**config.mk**
```make
export PLATFORM = sky130hd
export DESIGN_NAME = wrapped_angle_profile_interp_top
export DESIGN_NICKNAME = d
export VERILOG_FILES = /design/src/design/wapi_pkg.sv /design/src/design/wapi_table.sv /design/src/design/wapi_div.sv /design/src/design/wrapped_angle_profile_interp_top.sv
export SDC_FILE = /design/constraint.sdc
export NUM_CORES = 2
export LEC_CHECK = 0
export BUFFER_PORTS_ARGS = -buffer_cell sky130_fd_sc_hd__buf_2
export CAP_MARGIN = 10
export CORE_AREA = 2 2 259 453
export CTS_CLUSTER_DIAMETER = 50
export CTS_CLUSTER_SIZE = 12
export DETAILED_ROUTE_END_ITERATION = 8
export DIE_AREA = 0 0 261 455
export PLACE_DENSITY = 0.76
export SETUP_SLACK_MARGIN = 0.05
export SLEW_MARGIN = 5
export SYNTH_ARGS = -nofsm -noshare
export SYNTH_HDL_FRONTEND = slang
export SYNTH_HIERARCHICAL = 1
export SYNTH_SLANG_ARGS = --single-unit
```
**constraint.sdc**
```tcl
create_clock -name clk_i -period 10.9 [get_ports clk_i]
set_clock_uncertainty 0.1 [all_clocks]
set_input_delay 2.18 -clock clk_i [delete_from_list [all_inputs] [get_ports clk_i]]
set_output_delay 2.18 -clock clk_i [all_outputs]
set_load 0.01 [all_outputs]
```
**src/design/wapi_pkg.sv**
```systemverilog
`default_nettype none

package wapi_pkg;

  // Field widths
  localparam int DISP_W    = 32;
  localparam int ANG_W     = 16;
  localparam int IDX_IN_W  = 4;
  localparam int CNT_W     = 5;
  localparam int KIND_W    = 2;
  localparam int EXT_W     = ANG_W + 2;
  // Magnitude of a wrapped angle difference fits in 15 bits (at most pi)
  localparam int MAG_W     = 15;
  localparam int PROD_W    = MAG_W + DISP_W;
  localparam int ENTRY_W   = DISP_W + ANG_W;

  // Stream payload layout
  localparam int S_TDATA_W = 88;
  localparam int M_TDATA_W = 16;
  localparam int OFS_IDX   = 0;
  localparam int OFS_BP    = OFS_IDX + IDX_IN_W;
  localparam int OFS_ANG   = OFS_BP + DISP_W;
  localparam int OFS_QRY   = OFS_ANG + ANG_W;

  localparam int MAX_ENTRIES_DEF = 16;

  // Angle constants in Q2.13
  localparam logic signed [EXT_W-1:0] PI_Q     = 18'sd25736;
  localparam logic signed [EXT_W-1:0] TWO_PI_Q = 18'sd51472;

  // Request kinds
  localparam logic REQ_WRITE = 1'b0;
  localparam logic REQ_QUERY = 1'b1;

  // Result kinds
  localparam logic [KIND_W-1:0] KIND_INTERP = 2'd0;
  localparam logic [KIND_W-1:0] KIND_BEFORE = 2'd1;
  localparam logic [KIND_W-1:0] KIND_AFTER  = 2'd2;
  localparam logic [KIND_W-1:0] KIND_FEW    = 2'd3;

  typedef struct packed {
    logic              start;
    logic [PROD_W-1:0] dividend;
    logic [DISP_W-1:0] divisor;
  } div_req_t;

  typedef struct packed {
    logic              done;
    logic [MAG_W-1:0]  quo;
    logic [DISP_W-1:0] rem;
  } div_rsp_t;

  // Fold an angle back into [-pi, pi] with one step of 2*pi
  function automatic logic signed [EXT_W-1:0] wrap_pi(input logic signed [EXT_W-1:0] a);
    logic signed [EXT_W-1:0] r;
    r = a;
    if (a > PI_Q) begin
      r = a - TWO_PI_Q;
    end else if (a < -PI_Q) begin
      r = a + TWO_PI_Q;
    end
    return r;
  endfunction

endpackage

`default_nettype wire

```
**src/design/wapi_table.sv**
```systemverilog
`default_nettype none

module wapi_table
  import wapi_pkg::*;
#(
  parameter int Depth = MAX_ENTRIES_DEF,
  localparam int AW = (Depth > 1) ? $clog2(Depth) : 1
) (
  input  wire logic               clk_i,
  input  wire logic               wr_en_i,
  input  wire logic [AW-1:0]      wr_addr_i,
  input  wire logic [ENTRY_W-1:0] wr_data_i,
  input  wire logic [AW-1:0]      rd_addr_i,
  output logic      [ENTRY_W-1:0] rd_data_o
);

  // Breakpoint in the upper bits, heading in the lower bits
  logic [ENTRY_W-1:0] mem_q [Depth];
  logic [ENTRY_W-1:0] rd_data_q;

  // One write port, one registered read port
  always_ff @(posedge clk_i) begin
    if (wr_en_i) begin
      mem_q[wr_addr_i] <= wr_data_i;
    end
    rd_data_q <= mem_q[rd_addr_i];
  end

  assign rd_data_o = rd_data_q;

endmodule

`default_nettype wire

```
**src/design/wapi_div.sv**
```systemverilog
`default_nettype none

module wapi_div
  import wapi_pkg::*;
(
  input  wire logic     clk_i,
  input  wire logic     rst_ni,
  input  wire div_req_t req_i,
  output div_rsp_t      rsp_o
);

  localparam int STEP_W = $clog2(MAG_W + 1);

  logic              busy_q;
  logic              done_q;
  logic [STEP_W-1:0] cnt_q;
  logic [DISP_W-1:0] rem_q;
  logic [MAG_W-1:0]  low_q;
  logic [MAG_W-1:0]  quo_q;
  logic [DISP_W-1:0] dsr_q;

  logic [DISP_W:0]   rem_sh;
  logic [DISP_W+1:0] diff;
  logic              ge;

  // Shift in the next dividend bit and try one subtract
  always_comb begin
    rem_sh = {rem_q, low_q[MAG_W-1]};
    diff   = {1'b0, rem_sh} - {2'b00, dsr_q};
    ge     = ~diff[DISP_W+1];
  end

  // Sequence the shift-subtract steps
  always_ff @(posedge clk_i or negedge rst_ni) begin
    if (!rst_ni) begin
      busy_q <= 1'b0;
      done_q <= 1'b0;
      cnt_q  <= '0;
    end else begin
      done_q <= 1'b0;
      if (req_i.start) begin
        busy_q <= 1'b1;
        cnt_q  <= STEP_W'(MAG_W);
      end else if (busy_q) begin
        cnt_q <= cnt_q - STEP_W'(1);
        if (cnt_q == STEP_W'(1)) begin
          busy_q <= 1'b0;
          done_q <= 1'b1;
        end
      end
    end
  end

  // Partial remainder, remaining dividend bits and quotient
  always_ff @(posedge clk_i) begin
    if (req_i.start) begin
      rem_q <= req_i.dividend[PROD_W-1:MAG_W];
      low_q <= req_i.dividend[MAG_W-1:0];
      dsr_q <= req_i.divisor;
    end else if (busy_q) begin
      rem_q <= ge ? diff[DISP_W-1:0] : rem_sh[DISP_W-1:0];
      low_q <= {low_q[MAG_W-2:0], 1'b0};
      quo_q <= {quo_q[MAG_W-2:0], ge};
    end
  end

  assign rsp_o.done = done_q;
  assign rsp_o.quo  = quo_q;
  assign rsp_o.rem  = rem_q;

endmodule

`default_nettype wire

```
**src/design/wrapped_angle_profile_interp_top.sv**
```systemverilog
// Write item: taken with no result; the block stays ready. Query: with fewer than two entries
// the heading is zero; a query below the first or at/after the last breakpoint gets that end's
// heading; else one entry is scanned per cycle up to the first breakpoint above the query, then
// a 15-step divider runs, skipped on a non-positive spacing (the lower heading is returned).
// One query at a time; a stalled result holds the block in its output step.
// Reset (asynchronous, active low) clears the entry count and all control; table undefined.
`default_nettype none

module wrapped_angle_profile_interp_top
  import wapi_pkg::*;
#(
  parameter int MAX_ENTRIES = MAX_ENTRIES_DEF
) (
  input  wire logic                 clk_i,
  input  wire logic                 rst_ni,
  // Entry count register
  input  wire logic                 cfg_valid_i,
  output logic                      cfg_ready_o,
  input  wire logic [CNT_W-1:0]     cfg_data_i,
  // Requests
  input  wire logic                 s_axis_tvalid,
  output logic                      s_axis_tready,
  // entry_index[3:0], entry_disp[35:4], entry_angle[51:36], query_disp[83:52], zeros
  input  wire logic [S_TDATA_W-1:0] s_axis_tdata,
  // req_type[0]
  input  wire logic                 s_axis_tuser,
  // Results
  output logic                      m_axis_tvalid,
  input  wire logic                 m_axis_tready,
  // heading[15:0]
  output logic [M_TDATA_W-1:0]      m_axis_tdata,
  // result_kind[1:0]
  output logic [KIND_W-1:0]         m_axis_tuser
);

  localparam int AW = (MAX_ENTRIES > 1) ? $clog2(MAX_ENTRIES) : 1;

  localparam logic [3:0] ST_IDLE = 4'd0;
  localparam logic [3:0] ST_W0   = 4'd1;
  localparam logic [3:0] ST_CMP0 = 4'd2;
  localparam logic [3:0] ST_CMPL = 4'd3;
  localparam logic [3:0] ST_SCAN = 4'd4;
  localparam logic [3:0] ST_PREP = 4'd5;
  localparam logic [3:0] ST_MUL  = 4'd6;
  localparam logic [3:0] ST_DIV  = 4'd7;
  localparam logic [3:0] ST_ADD  = 4'd8;
  localparam logic [3:0] ST_PUSH = 4'd9;

  logic [3:0]               state_q, state_d;
  logic [CNT_W-1:0]         count_q;
  logic [AW-1:0]            ra_q, ra_d;
  logic signed [DISP_W-1:0] qry_q, qry_d;
  logic signed [DISP_W-1:0] bp_lo_q, bp_lo_d, bp_hi_q, bp_hi_d;
  logic signed [ANG_W-1:0]  a_lo_q, a_lo_d, a_hi_q, a_hi_d;
  logic [DISP_W-1:0]        dd_q, dd_d, off_q, off_d;
  logic [MAG_W-1:0]         dmag_q, dmag_d;
  logic                     dneg_q, dneg_d;
  logic [MAG_W:0]           tmag_q, tmag_d;
  logic [ANG_W-1:0]         res_h_q, res_h_d;
  logic [KIND_W-1:0]        res_k_q, res_k_d;
  logic                     m_valid_q, m_valid_d;
  logic [M_TDATA_W-1:0]     m_data_q, m_data_d;
  logic [KIND_W-1:0]        m_kind_q, m_kind_d;

  logic                     s_acc;
  logic [IDX_IN_W-1:0]      in_idx;
  logic [DISP_W-1:0]        in_bp;
  logic [ANG_W-1:0]         in_ang;
  logic [DISP_W-1:0]        in_qry;
  logic [CNT_W-1:0]         n_eff;
  logic [AW-1:0]            last_idx;
  logic                     wr_en;
  logic [ENTRY_W-1:0]       rd_data;
  logic signed [DISP_W-1:0] rd_bp;
  logic signed [ANG_W-1:0]  rd_ang;
  logic signed [DISP_W:0]   dd_full;
  logic signed [DISP_W:0]   off_full;
  logic signed [EXT_W-1:0]  da;
  logic signed [EXT_W-1:0]  term;
  logic signed [EXT_W-1:0]  hsum;
  logic signed [EXT_W-1:0]  hwrap;
  logic                     rnd_up;
  div_req_t                 div_req;
  div_rsp_t                 div_rsp;

  // Unpack the request payload
  assign s_acc  = s_axis_tvalid & s_axis_tready;
  assign in_idx = s_axis_tdata[OFS_IDX +: IDX_IN_W];
  assign in_bp  = s_axis_tdata[OFS_BP  +: DISP_W];
  assign in_ang = s_axis_tdata[OFS_ANG +: ANG_W];
  assign in_qry = s_axis_tdata[OFS_QRY +: DISP_W];

  // Saturate the entry count to the table depth
  assign n_eff    = (int'(count_q) > MAX_ENTRIES) ? CNT_W'(MAX_ENTRIES) : count_q;
  assign last_idx = AW'(n_eff - CNT_W'(1));

  // Drop writes to slots beyond the table
  assign wr_en = s_acc && (s_axis_tuser == REQ_WRITE) && (int'(in_idx) < MAX_ENTRIES);

  wapi_table #(
    .Depth(MAX_ENTRIES)
  ) u_table (
    .clk_i    (clk_i),
    .wr_en_i  (wr_en),
    .wr_addr_i(AW'(in_idx)),
    .wr_data_i({in_bp, in_ang}),
    .rd_addr_i(ra_q),
    .rd_data_o(rd_data)
  );

  assign rd_bp  = $signed(rd_data[ENTRY_W-1:ANG_W]);
  assign rd_ang = $signed(rd_data[ANG_W-1:0]);

  // Divider: |d| * offset over the breakpoint spacing
  always_comb begin
    div_req.start    = (state_q == ST_MUL);
    div_req.dividend = PROD_W'({{DISP_W{1'b0}}, dmag_q} * {{MAG_W{1'b0}}, off_q});
    div_req.divisor  = dd_q;
  end

  wapi_div u_div (
    .clk_i (clk_i),
    .rst_ni(rst_ni),
    .req_i (div_req),
    .rsp_o (div_rsp)
  );

  // Spacing, offset, angle difference, rounding and final sum
  always_comb begin
    dd_full  = {bp_hi_q[DISP_W-1], bp_hi_q} - {bp_lo_q[DISP_W-1], bp_lo_q};
    off_full = {qry_q[DISP_W-1], qry_q} - {bp_lo_q[DISP_W-1], bp_lo_q};
    da       = wrap_pi(EXT_W'(a_hi_q) - EXT_W'(a_lo_q));
    rnd_up   = ({div_rsp.rem, 1'b0} >= {1'b0, dd_q});
    term     = dneg_q ? -$signed({2'b00, tmag_q}) : $signed({2'b00, tmag_q});
    hsum     = EXT_W'(a_lo_q) + term;
    hwrap    = wrap_pi(hsum);
  end

  // Sequencer
  always_comb begin
    state_d   = state_q;
    ra_d      = ra_q;
    qry_d     = qry_q;
    bp_lo_d   = bp_lo_q;
    a_lo_d    = a_lo_q;
    bp_hi_d   = bp_hi_q;
    a_hi_d    = a_hi_q;
    dd_d      = dd_q;
    off_d     = off_q;
    dmag_d    = dmag_q;
    dneg_d    = dneg_q;
    tmag_d    = tmag_q;
    res_h_d   = res_h_q;
    res_k_d   = res_k_q;
    m_valid_d = m_valid_q;
    m_data_d  = m_data_q;
    m_kind_d  = m_kind_q;

    // Retire a taken result
    if (m_valid_q && m_axis_tready) begin
      m_valid_d = 1'b0;
    end

    unique case (state_q)
      ST_IDLE: begin
        if (s_acc && (s_axis_tuser == REQ_QUERY)) begin
          qry_d = $signed(in_qry);
          ra_d  = '0;
          if (n_eff < CNT_W'(2)) begin
            res_h_d = '0;
            res_k_d = KIND_FEW;
            state_d = ST_PUSH;
          end else begin
            state_d = ST_W0;
          end
        end
      end
      ST_W0: begin
        ra_d    = last_idx;
        state_d = ST_CMP0;
      end
      ST_CMP0: begin
        if (qry_q < rd_bp) begin
          res_h_d = rd_ang;
          res_k_d = KIND_BEFORE;
          state_d = ST_PUSH;
        end else begin
          bp_lo_d = rd_bp;
          a_lo_d  = rd_ang;
          ra_d    = AW'(1);
          state_d = ST_CMPL;
        end
      end
      ST_CMPL: begin
        ra_d = ra_q + AW'(1);
        if (qry_q >= rd_bp) begin
          res_h_d = rd_ang;
          res_k_d = KIND_AFTER;
          state_d = ST_PUSH;
        end else begin
          state_d = ST_SCAN;
        end
      end
      ST_SCAN: begin
        // One entry per cycle; stop at the first breakpoint above the query
        if (qry_q < rd_bp) begin
          bp_hi_d = rd_bp;
          a_hi_d  = rd_ang;
          state_d = ST_PREP;
        end else begin
          bp_lo_d = rd_bp;
          a_lo_d  = rd_ang;
          ra_d    = ra_q + AW'(1);
        end
      end
      ST_PREP: begin
        if (dd_full[DISP_W] || (dd_full == '0)) begin
          res_h_d = a_lo_q;
          res_k_d = KIND_INTERP;
          state_d = ST_PUSH;
        end else begin
          dd_d    = dd_full[DISP_W-1:0];
          off_d   = off_full[DISP_W-1:0];
          dneg_d  = da[EXT_W-1];
          dmag_d  = da[EXT_W-1] ? MAG_W'(-da) : MAG_W'(da);
          state_d = ST_MUL;
        end
      end
      ST_MUL: begin
        state_d = ST_DIV;
      end
      ST_DIV: begin
        if (div_rsp.done) begin
          tmag_d  = (MAG_W + 1)'(div_rsp.quo) + (MAG_W + 1)'(rnd_up);
          state_d = ST_ADD;
        end
      end
      ST_ADD: begin
        res_h_d = hwrap[ANG_W-1:0];
        res_k_d = KIND_INTERP;
        state_d = ST_PUSH;
      end
      ST_PUSH: begin
        // Load the output register once it is free
        if (!m_valid_q || m_axis_tready) begin
          m_valid_d = 1'b1;
          m_data_d  = res_h_q;
          m_kind_d  = res_k_q;
          state_d   = ST_IDLE;
        end
      end
      default: begin
        state_d = ST_IDLE;
      end
    endcase
  end

  // Control state
  always_ff @(posedge clk_i or negedge rst_ni) begin
    if (!rst_ni) begin
      state_q   <= ST_IDLE;
      count_q   <= '0;
      m_valid_q <= 1'b0;
    end else begin
      state_q   <= state_d;
      m_valid_q <= m_valid_d;
      if (cfg_valid_i && cfg_ready_o) begin
        count_q <= cfg_data_i;
      end
    end
  end

  // Datapath registers
  always_ff @(posedge clk_i) begin
    ra_q     <= ra_d;
    qry_q    <= qry_d;
    bp_lo_q  <= bp_lo_d;
    a_lo_q   <= a_lo_d;
    bp_hi_q  <= bp_hi_d;
    a_hi_q   <= a_hi_d;
    dd_q     <= dd_d;
    off_q    <= off_d;
    dmag_q   <= dmag_d;
    dneg_q   <= dneg_d;
    tmag_q   <= tmag_d;
    res_h_q  <= res_h_d;
    res_k_q  <= res_k_d;
    m_data_q <= m_data_d;
    m_kind_q <= m_kind_d;
  end

  assign cfg_ready_o   = 1'b1;
  assign s_axis_tready = (state_q == ST_IDLE);
  assign m_axis_tvalid = m_valid_q;
  assign m_axis_tdata  = m_data_q;
  assign m_axis_tuser  = m_kind_q;

endmodule

`default_nettype wire

```
== Word level (Yosys, flattened, before mapping) ==
Memories as Yosys holds them, arrays and structs flattened. A register that Yosys moved wholly into a read port is not among the register bits.
Cells that the tools add are included.
Cells by class
  $add $sub $neg: 15
  multiply operators: 1
  magnitude comparators: 9
  eq/ne operators: 20
  multiplexer cells: 50
  bitwise operators: 6
  reduce and logical (&&, ||, !) cells: 22
Operators with widths (number)
  2-to-1 mux 16 bit: 7
  2-to-1 mux 32 bit: 3
  one-hot mux 16 bit (5 select lines): 1
  2-to-1 mux 18 bit: 3
  2-to-1 mux 4 bit: 13
  multiplier 15 x 32 -> 47 bit: 1
  2-to-1 mux 15 bit: 3
  one-hot mux 4 bit (10 select lines): 1
  subtractor 33 x 32 -> 34 bit: 1
  greater-or-equal comparator 33 x 32 -> 1 bit: 1
  zero test 33 bit: 1
  subtractor 32 x 32 -> 33 bit: 1
  greater-or-equal comparator 32 bit: 1
  < comparator 32 bit: 1
  subtractor 32 bit: 1
  one-hot mux 4 bit (5 select lines): 1
  adder 16 x 18 -> 18 bit: 1
  adder 17 x 17 -> 18 bit, second input constant: 1
  greater-than comparator 18 x 16 -> 1 bit, second input constant: 1
  < comparator 18 x 16 -> 1 bit, second input constant: 1
  negation 16 -> 18 bit: 1
  subtractor 17 x 17 -> 18 bit, second input constant: 1
  greater-than comparator 17 x 16 -> 1 bit, second input constant: 1
  < comparator 17 x 16 -> 1 bit, second input constant: 1
  other kinds (31): 75
Storage, ports and cells
  register bits after elaboration: 374
  memory bits (writable): 768
  output and inout bits: 21
  memories: 1
Memories
  u_table.mem_q: words 16, width 48, rd ports 1, clocked after Yosys merged registers in 1, write ports 1, RTL line wapi_table.sv:18  | logic [ENTRY_W-1:0] mem_q [Depth];

== Depth between registers and ports, before layout ==
  word-level depth: 7
  gate-level depth with buffers: 28
  gate-level depth less buffers: 27

== Hierarchy ==
The synthesis kept the hierarchy.
Modules (own cells, without submodules)
  wrapped_angle_profile_interp_top: instances 1, cells each 3482, area each 33270.7 sq um, seq. area each 8177.8 sq um
  wapi_table: instances 1, cells each 1242, area each 29691.0 sq um, seq. area each 24023.0 sq um
  wapi_div: instances 1, cells each 526, area each 5840.6 sq um, seq. area each 2972.9 sq um

== Least setup slack after synthesis ==
OpenSTA, ideal clock, no wires.
  path type: register to register
  start: register qry_q[9]
  end: register a_lo_q[0], enable pin
  library setup time: 573 ps
  arrival time: 6831 ps
  data required time: 10227 ps
  path slack: 3396 ps
  stages on the path, launching flop included: 12
  path buffers: 0
  path through: edfxtp_1 ha_1 a21o_1 a21o_1 a21o_1 a21o_1 a21o_1 a211oi_1 o22ai_1 nor3_1 mux2i_1 nor4_1
Between the ends
  word-level cells in the longest chain between the ends: 3
Ends and longest elaborated chain
  start, declared: RTL line wrapped_angle_profile_interp_top.sv:52  | logic signed [DISP_W-1:0] qry_q, qry_d;
  start signal, assigned: RTL line wrapped_angle_profile_interp_top.sv:276  | qry_q <= qry_d;
  < comparator 32 bit: RTL line wrapped_angle_profile_interp_top.sv:183, wrapped_angle_profile_interp_top.sv:206
  inverter 1 bit (no line)
  AND reduction 2 bit (no line)
  end signal, assigned: RTL line wrapped_angle_profile_interp_top.sv:278  | a_lo_q <= a_lo_d;
  end, declared: RTL line wrapped_angle_profile_interp_top.sv:54  | logic signed [ANG_W-1:0] a_lo_q, a_lo_d, a_hi_q, a_hi_d;
Every way passes these cells.
A chain may end at the register's enable or synchronous reset.

==> results.md <==
GRT:
- Entering global routing, the biggest net connects approximately 160 pins.
- After global routing the overflow that remains totals 0.
- The number of global-route vias before repair is 45101.
- The initial antenna violation count is 9.
- Across every metal layer, demand over resource in global routing totals 0.279.
- The first global-routing pass estimated about 250 mm of wire.

Routing:
- After the first detailed-routing iteration, the DRC count stood at between 3000 and 4000.
- The final routed DRC violation total is 0.
- The via count is between 40000 and 50000.
- The routed design uses around 88 mm of met2 wire.
- The mean routed wirelength per cell is 23.3 µm.
- Signal routing reaches up to met5.
- Summed over all nets, wire length on met3 after detailed routing comes to roughly 9.0 mm.
- The routed via count divided by cell count is about 6.1.
- The detailed router put a total of about 55 mm of wire on met1.
- The remaining number of nets flagged by the antenna check after routing is 0.
- For this block, the routed nets add up to ~160 mm of wire.
- The first detailed-routing pass ran for 6 iterations.

Synthesis:
- The synthesized area divided by synthesized cell count is 13.1 µm².
- The cell accounting for the most synthesized area is edfxtp_1.
- After synthesis, the share of flip-flops with an asynchronous set or reset is 0.0134.
- The count of mapped cells out of synthesis is ~5300.
- Ranked by total cell area, the synthesized netlist is headed by edfxtp_1 (49%), fa_1 (11%), mux4_2 (6.3%), ha_1 (5.7%), inv_1 (3.5%).
- The post-synth net total is a little over 6000.
- The area share of the largest cell type after synthesis is 0.491.
- Summing every instance area after synthesis gives 68800 µm².
- For this run, the register share of the synthesized area comes to 0.511.
- The primary flip-flop cell chosen by synthesis mapping is edfxtp_1.
- The number of enable-type register cells in the synthesized netlist is ~1100.
- The total number of yosys warnings is 6.
- The number of flip-flops and latches in the synthesized netlist is around 1200.
- The number of distinct library cells after synthesis is 98.

Clocking:
- The number of buffers added by the clock tree synthesis step is ~120.
- The count of cells resized by post-cts repair is 0.
- The clock slew at the register clock pins of the worst setup and hold paths is approximately 0.06 ns.
- The cell chosen for the clock root is clkbuf_16.
- The maximum buffer depth of the clock tree is 3.
- The number of buffers inserted by hold repair at cts is 0.
- TritonCTS built the clock tree.
- The clock latency at the later pin of the worst-skew pair is approximately 0.74 ns.
- The number of setup buffers added after CTS is 0.
- The number of sinks on the clock net is between 1000 and 1500.
- The H-tree generated during clock tree synthesis spans 3 levels.

Worst hold path:
- The worst hold path belongs to the class reg -> reg.

Die:
- The starting density of the core is 0.597.
- The area of the die is between 100000 and 150000 µm².
- The number of top-level pins is 120.
- The floorplan row count is about 170.
- From left edge to right edge, the die measures ~260 µm.
- The core footprint is around 120000 µm².
- Measured along the y axis, the die boundary spans 455 µm.

Setup path:
- The required arrival time at the worst endpoint is roughly 11 ns.
- The critical path in this run is classified as reg -> reg.
- The kind of capture point of the worst setup path is a flop.
- The maximum net fanout on the critical path is 20.
- The worst setup path is launched from a flop.
- Data on the critical path arrives at its endpoint at 8.92 ns.

STA:
- For this run, the top clock speed supported by timing is 116 MHz.
- Setup repair after global routing left no endpoint under its margin.
- For the pin with the worst max-slew slack, the measured transition is around 1.2 ns.
- In the final timing run, aggregate negative setup slack is 0 ns.
- The remaining max-slew budget at the tightest pin is 0.151.
- The final setup slack of the worst path is 2.30 ns.
- Setup violations remaining at the end of the flow were counted as 0.
- The final hold violation count is 0.
- Of the available clock period, the critical path in the final layout requires 0.789.
- The number of slew-limit violations in the final report is 0.
- The final critical-path required period is approximately 8.6 ns.

Placement:
- The setup slack at placement is 2.37 ns.
- The instance area after placement is 70900 µm².
- The wire-length estimate of the detail-placed layout is roughly 110 mm.
- The quantity of I/O buffers inserted on ports is roughly 110.
- The congestion estimate from routability-driven global placement came to between 0.9 and 1.

Cells and area:
- In the final layout, the share of cells above drive strength 1 is 0.112.
- The final core utilization is 0.647.
- The finished cells cover between 70000 and 80000 µm².
- Compared with the post-synthesis result, the final layout area differs by 8.35%.
- After the last flow step, the layout net total stands at 6135.
- The fill cell instance count of the final layout is between 8000 and 9000.
- In the layout the commonest cells are edfxtp_1 (1126), inv_1 (634), nand2_1 (406).
- The library cell used most frequently in the layout, excluding fill and tap cells, is edfxtp_1.

Run status:
- The run finished with clean final reports.

Flow run:
- Max-cap violations in this run came to 0.
Yosys cell counts (16+ instances only):
master    number
edfxtp_1    1126
inv_1        635
nand2_1      406
fa_1         393
ha_1         315
and2_1       299
mux4_2       192
a21oi_1      170
nor2_1       166
clkbuf_1     155
xnor2_1      140
o21ai_0      121
a22oi_1      119
a21o_1        84
nand3_1       63
nor3_1        62
xor2_1        59
nor2b_1       50
dfxtp_1       48
nand2b_1      42
nand4_1       34
o21a_1        33
a31oi_1       32
a211oi_1      28
and3_1        28
mux2_2        28
nand3b_1      25
o31ai_1       24
o211ai_1      22
or3_1         22
buf_4         21
o21bai_1      18
dfrtp_1       16
cells by family after synthesis:
logic type | count (synthesis) | share of synthesized area
other cells | 1 | 0.0000545
flops | 1190 | 0.511
mux | 234 | 0.0695
buf+inv | 846 | 0.0479
xor+xnor | 199 | 0.0253
simple gates | 1260 | 0.0932
compound gates | 812 | 0.0812
fa+ha+maj | 708 | 0.172
metrics by stage:
step | hold slack (ns) | instances
2_1_floorplan | 0.300 | 5250
3_3_place_gp | 0.304 | 6713
3_5_place_dp | 0.305 | 6713
4_1_cts | 0.311 | 6932
5_1_grt | 0.330 | 6936
6_report | 0.311 | 6937
worst max-delay path, cell delays in order (launching register included):
cell and delay, ns:
edfxtp_1 1.15, nand2_1 0.18, fa_1 0.55, fa_1 0.51
inv_1 0.05, fa_1 0.56, fa_1 0.43, fa_1 0.50
inv_1 0.05, fa_1 0.48, inv_1 0.05, ha_1 0.34
a21o_1 0.20, a21o_1 0.16, a21oi_1 0.17, o21ai_0 0.23
and2_1 0.23, o21ai_0 0.33, a31oi_1 0.26, or4_1 0.55
a31oi_1 0.48, o31ai_1 0.19, a21oi_1 0.20, xnor2_1 0.09
a22oi_1 0.18, o31ai_1 0.09
layer usage:
| metal | vias to the layer above | global-route usage |
|---|---|---|
| met2 | 1600 | 0.520 |
| met3 | 467 | 0.0371 |
| met4 | 10 | 0.145 |
| met5 | - | 0 |
| met1 | 21478 | 0.308 |
| li1 | 18963 | - |
sequential cells by signal, indices dropped and copies added (netlist names), 15 cells and up:
signal             count
a_hi_q                16
a_lo_q                16
bp_hi_q               32
bp_lo_q               32
dd_q                  32
dmag_q                15
m_axis_tdata          16
off_q                 32
qry_q                 32
res_h_q               16
tmag_q                16
u_div/dsr_q           32
u_div/low_q           15
u_div/quo_q           15
u_div/rem_q           32
u_table/mem_q        768
u_table/rd_data_o     48
area by class of cell:
class                      instances  area (µm²)  area share
antenna                            4        10.0    0.000134
clock buffer                     201        3290      0.0442
clock inverter                    18         294     0.00394
inverter                         637        2390      0.0321
multi-input combinational       3214       30500       0.409
sequential                      1190       35200       0.472
tap                             1503        1880      0.0252
timing repair buffer             170        1010      0.0135
worst paths after layout:
kind                                       start                         end  slack, ns  depth (start not counted)
min in group asynchronous                 rst_ni      count_q[4]$_DFFE_PN0P_       1.29                          1
max in group asynchronous                 rst_ni      u_div/done_q$_DFF_PN0_       9.06                          1
min reg2reg                res_h_q[11]$_DFFE_PP_  m_axis_tdata[11]$_DFFE_PP_       0.31                          0
min                        res_h_q[11]$_DFFE_PP_  m_axis_tdata[11]$_DFFE_PP_       0.31                          0
max                          dmag_q[7]$_DFFE_PP_   u_div/rem_q[30]$_DFFE_PP_       2.30                         25
max reg2reg                  dmag_q[7]$_DFFE_PP_   u_div/rem_q[30]$_DFFE_PP_       2.30                         25
Power is not shown: default switching activity piles up to over one toggle a cycle in this logic, so the estimate is an artifact.
